$ cat src/sv/sots_pkg.sv
// Package for the sum-of-two-squares tester.
// Holds default parameters and shared command and status types.
`timescale 1ns / 1ps
package sots_pkg;
    localparam int SieveLimitDef = 65536;
    localparam int TableDepthDef = 4096;
    localparam int ValueWidthDef = 32;

    typedef struct packed {
        logic sieve_start;
        logic test_start;
    } t_cmd;

    typedef struct packed {
        logic sieve_done;
        logic test_done;
        logic test_result;
    } t_status;
endpackage

$ cat src/sv/sots_ctrl.sv
// Controller: runs the sieve after reset, then hands items to the datapath.
// Depends on sots_pkg for command and status types.
`timescale 1ns / 1ps
module sots_ctrl
    import sots_pkg::*;
(
    input  logic    i_clk,
    input  logic    i_rst_n,
    input  logic    i_start,
    input  t_status i_status,
    output t_cmd    o_cmd,
    output logic    o_busy,
    output logic    o_valid,
    output logic    o_result
);
    typedef enum logic [1:0] {C_INIT, C_SIEVE, C_READY, C_TEST} t_cstate;

    t_cstate r_st;
    logic    r_valid;
    logic    r_result;

    assign o_cmd.sieve_start = (r_st == C_INIT);
    assign o_cmd.test_start  = (r_st == C_READY) && i_start;
    assign o_busy   = (r_st != C_READY);
    assign o_valid  = r_valid;
    assign o_result = r_result;

    always_ff @(posedge i_clk) begin
        if (!i_rst_n) begin
            r_st    <= C_INIT;
            r_valid <= 1'b0;
        end else begin
            r_valid <= 1'b0;
            case (r_st)
                C_INIT:  r_st <= C_SIEVE;
                C_SIEVE: if (i_status.sieve_done) r_st <= C_READY;
                C_READY: if (i_start) r_st <= C_TEST;
                C_TEST: begin
                    if (i_status.test_done) begin
                        r_valid  <= 1'b1;
                        r_result <= i_status.test_result;
                        r_st     <= C_READY;
                    end
                end
                default: r_st <= C_INIT;
            endcase
        end
    end
endmodule

$ cat config.mk
export PLATFORM = sky130hd
export DESIGN_NAME = sots_ctrl
export DESIGN_NICKNAME = d
export VERILOG_FILES = /design/src/sv/sots_pkg.sv /design/src/sv/sots_ctrl.sv
export SDC_FILE = /design/constraint.sdc
export NUM_CORES = 1
export LEC_CHECK = 0
export ABC_AREA = 1
export BUFFER_PORTS_ARGS = -buffer_cell sky130_fd_sc_hd__clkbuf_2
export CAP_MARGIN = 0
export CORE_AREA = 5 5 42 44
export CTS_BUF_LIST = sky130_fd_sc_hd__clkbuf_2
export CTS_CLUSTER_DIAMETER = 60
export DETAILED_ROUTE_END_ITERATION = 16
export DIE_AREA = 0 0 47 49
export HOLD_SLACK_MARGIN = 0.02
export PLACE_DENSITY_LB_ADDON = 0.05
export SLEW_MARGIN = 20
export SYNTH_ARGS = -nofsm -noshare
export SYNTH_HDL_FRONTEND = slang
export SYNTH_SLANG_ARGS = --single-unit
$ cat constraint.sdc
create_clock -name i_clk -period 1.4 [get_ports i_clk]
set_clock_uncertainty 0.15 [all_clocks]
set_input_delay 0.28 -clock i_clk [delete_from_list [all_inputs] [get_ports i_clk]]
set_output_delay 0.28 -clock i_clk [all_outputs]
set_load 0.03 [all_outputs]
After elaboration in Yosys (flattened, before gate mapping)
Cells that the tools add are included.
{"block": "totals", "input_bits": 6, "ff_bits": 4, "word_cells": 20, "output_inout_bits": 5}
{"block": "classes", "eq_ne": 7, "mux": 5, "reduce_logical": 5}
{"op": "!= test 2 bit (second input constant)", "count": 4}
{"op": "one-hot mux 2 bit (4 select lines)", "count": 1}
{"op": "two-way mux 2 bit", "count": 3}
{"op": "AND reduction 3 bit", "count": 2}
{"op": "== test 2 bit (second input constant)", "count": 2}
{"op": "== test 2 x 1 -> 1 bit (second input constant)", "count": 1}
{"op": "logical NOT 2 bit", "count": 1}
{"op": "AND reduction 2 bit", "count": 1}
{"op": "logical AND 1 bit", "count": 1}
{"op": "two-way mux 1 bit", "count": 1}

Logic depth before layout (Yosys ltp)
{"block": "depth", "word_depth": 3, "mapped_depth": 5, "mapped_depth_nobuf": 5}

Least setup slack after synthesis
No wires, ideal clock.
{"block": "synth_path", "kind": "register to output", "startpoint": "register r_st[1]", "endpoint": "output port o_cmd[0] (netlist bit)", "path_buffers": 0, "path_slack_ns": -0.130, "t_required_ns": 0.970, "t_arrival_ns": 1.100, "path_stages_with_launch": 3, "cell_sequence": "dfxtp_1 nand2_1 nor2_1"}
{"item": "start, declared", "line_no": "sots_ctrl.sv:18", "source": "t_cstate r_st;"}
{"item": "start signal, assigned", "line_no": "sots_ctrl.sv:30", "source": "r_st <= C_INIT;"}
{"item": "start signal, assigned", "line_no": "sots_ctrl.sv:35", "source": "C_INIT: r_st <= C_SIEVE;"}
{"item": "start signal, assigned", "line_no": "sots_ctrl.sv:36", "source": "C_SIEVE: if (i_status.sieve_done) r_st <= C_READY;"}
{"item": "end, declared", "line_no": "sots_ctrl.sv:11", "source": "output t_cmd o_cmd,"}

==> flow_metrics.tcl <==
set metrics [dict create \
    antenna_left 0 \
    cp_data_arrival_time_ns 0.89 \
    fin_crit_ns 1.322 \
    yosys.area.top_type "dfxtp_1" \
    fmax_mhz 756.4 \
    num_rows 14 \
    clk-insertion-delay-late_ns 0.20 \
    die-height_um 49 \
    dieArea_um2 2303 \
    antenna_found_initial 0 \
    pre_cts_ws_ns 0.1858 \
    finalHoldViolCount 0 \
    syn-instance-count 22 \
    vias 185 \
    ir_drop_v 0.0005074 \
    cp-start-kind "flop" \
    dr_wl_met2_um 215 \
    cts_sinks 4 \
    cts_tree "built" \
    drv_cap 0 \
    cts_setup_buffers 0 \
    yosysTopAreaCellShare 0.3664 \
    synth-seq-area-share 0.5496 \
    setup_slack_ns 0.07788 \
    diodes 0 \
    rr_startpoint "r_st[1]" \
    netlist_area_um2 163.9 \
    cts_root_buf "clkbuf_2" \
    die_w_um 47 \
    clk_path_buf_depth 2 \
    cts_buffers 3 \
    path_class "reg -> out" \
    hp-class "in -> reg" \
    grt_pass1_wl_um 738 \
    drive_gt1_frac 0.5405 \
    areaGrowthSynthToFinish_pct 76.34 \
    drt-initial-drc-count 4 \
    status "complete, no violations" \
    wl_per_cell_um 8.245 \
    h-tree-depth 1 \
    start_util 0.1170 \
    rsz0062_at_grt "no" \
    layout.nets 44 \
    placed_cell_area_um2 249.0 \
    wl_met1_um 156 \
    routed.top_layer "met3" \
    critical_path_peak_fanout 4 \
    avgSynthCellArea_um2 7.450 \
    worstHoldStart "i_status[0]" \
    relSlewSlack 0.8851 \
    tightest_slew_ns 0.1731 \
    port_buffers 10 \
    drcViolationCount 0 \
    finish.instance_area_um2 289.0 \
    synth_cell_types 8 \
    clkTransAtPathRegs_ns 0.06 \
    fin_crit_sh 0.9444 \
    cp-startpoint "r_st[0]" \
    grt_max_degree 5 \
    top_level_ports 11 \
    wl_met3_um 66 \
    avgViaCountPerCell 3.491 \
    core_um2 1401 \
    drv_slew 0 \
    cellPowerDensity_nw_per_um2 1089 \
    grt_pass1_vias 173 \
    routabilityCongestion 0.6781 \
    grt_overflow 0 \
    drt_wl_total_um 437 \
    tns_ns 0 \
    yosys_register_bits 4 \
    setup_viol 0 \
    mappedNetlistNets 28 \
    drt_first_pass_iters 3 \
    synth_area_leaders "dfxtp_1 37%, edfxtp_1 18%, nor2_1 14%" \
    p_leak_nw 0.1489 \
    grt.total_usage 0.05289 \
    critical_path_required_ns 0.97 \
    yosys_warnings 0 \
    end_kind "primary output" \
]
-- layout make-up --
| class | count | area (um^2) |
|---|---|---|
| Clock buffer | 4 | 20.02 |
| Sequential cell | 4 | 92.59 |
| Inverter | 4 | 15.01 |
| Timing Repair Buffer | 11 | 72.57 |
| Fill cell | 178 | 1112 |
| Tap cell | 16 | 20.02 |
| Multi-Input combinational cell | 14 | 68.82 |
-- registers in the layout (all words and copies together) (netlist names) --
signal / count
o_result: 1
o_valid: 1
r_st: 2
-- cell usage in the layout, fill, tap and decap left out, drive strengths merged --
master	instances
clkbuf	13
nor2	7
inv	4
nand2	4
dfxtp	3
nand3	2
buf	2
nor3	1
edfxtp	1
-- per-stage QoR --
stage	total power [W]	hold slack [ns]	utilization	cells
floorplan	0.0001623	0.2289	-	22
global placement	0.0001829	0.3118	0.1777	49
detailed placement	0.0001824	0.3141	0.1777	49
CTS	0.0003236	0.06844	0.2036	53
global route	0.0003437	0.04289	0.2063	53
finish	0.0003148	0.08592	0.2063	53
-- repair_timing --
action                                  CTS  global route
endpoints found under the setup margin    2             1
gates resized for setup                   6             2
hold buffers                              0             0
hold endpoints to repair                  0             0
-- per-layer routing --
metal,track usage,up-vias
met4,0.02765,0
met2,0.06335,9
met3,0.07749,0
met1,0.04415,81
met5,0,-
li1,-,95
-- synth_stat cells --
cell and instances:
edfxtp_1 1, nand3_1 2, nor2_2 1, inv_1 4, nand2_1 4, nor3_1 1, dfxtp_1 3, nor2_1 6
-- path summary, 6_finish.rpt --
kind | end | slack [ns] | cells after the start
setup / recovery | o_cmd[0] | 0.08 | 4
hold / removal | o_result | 0.09 | 1
setup reg to reg | o_result | 0.40 | 2
hold reg to reg | o_valid | 0.32 | 2
-- power by group --
group | switching, W | internal, W | total [W]
sequential | 0.00000573 | 0.000125 | 0.000131
combinational | 0.0000322 | 0.0000224 | 0.0000547
clock | 0.0000539 | 0.0000754 | 0.000129
total | 0.0000919 | 0.000223 | 0.000315
-- critical path, cell delays in order, from the launching register on --
cell and delay (ns):
dfxtp_2 0.33, inv_1 0.08, nand2_2 0.08, nor2_4 0.08, buf_6 0.13
-- kinds of logic (layout without fill, tap and decap cells) --
family                 Yosys count  in the layout  synth area share
buffers and inverters            4             19           0.09158
flip-flops                       4              4            0.5496
AND/OR/NAND/NOR                 14             14            0.3587
(Power assumes the default switching activity.)
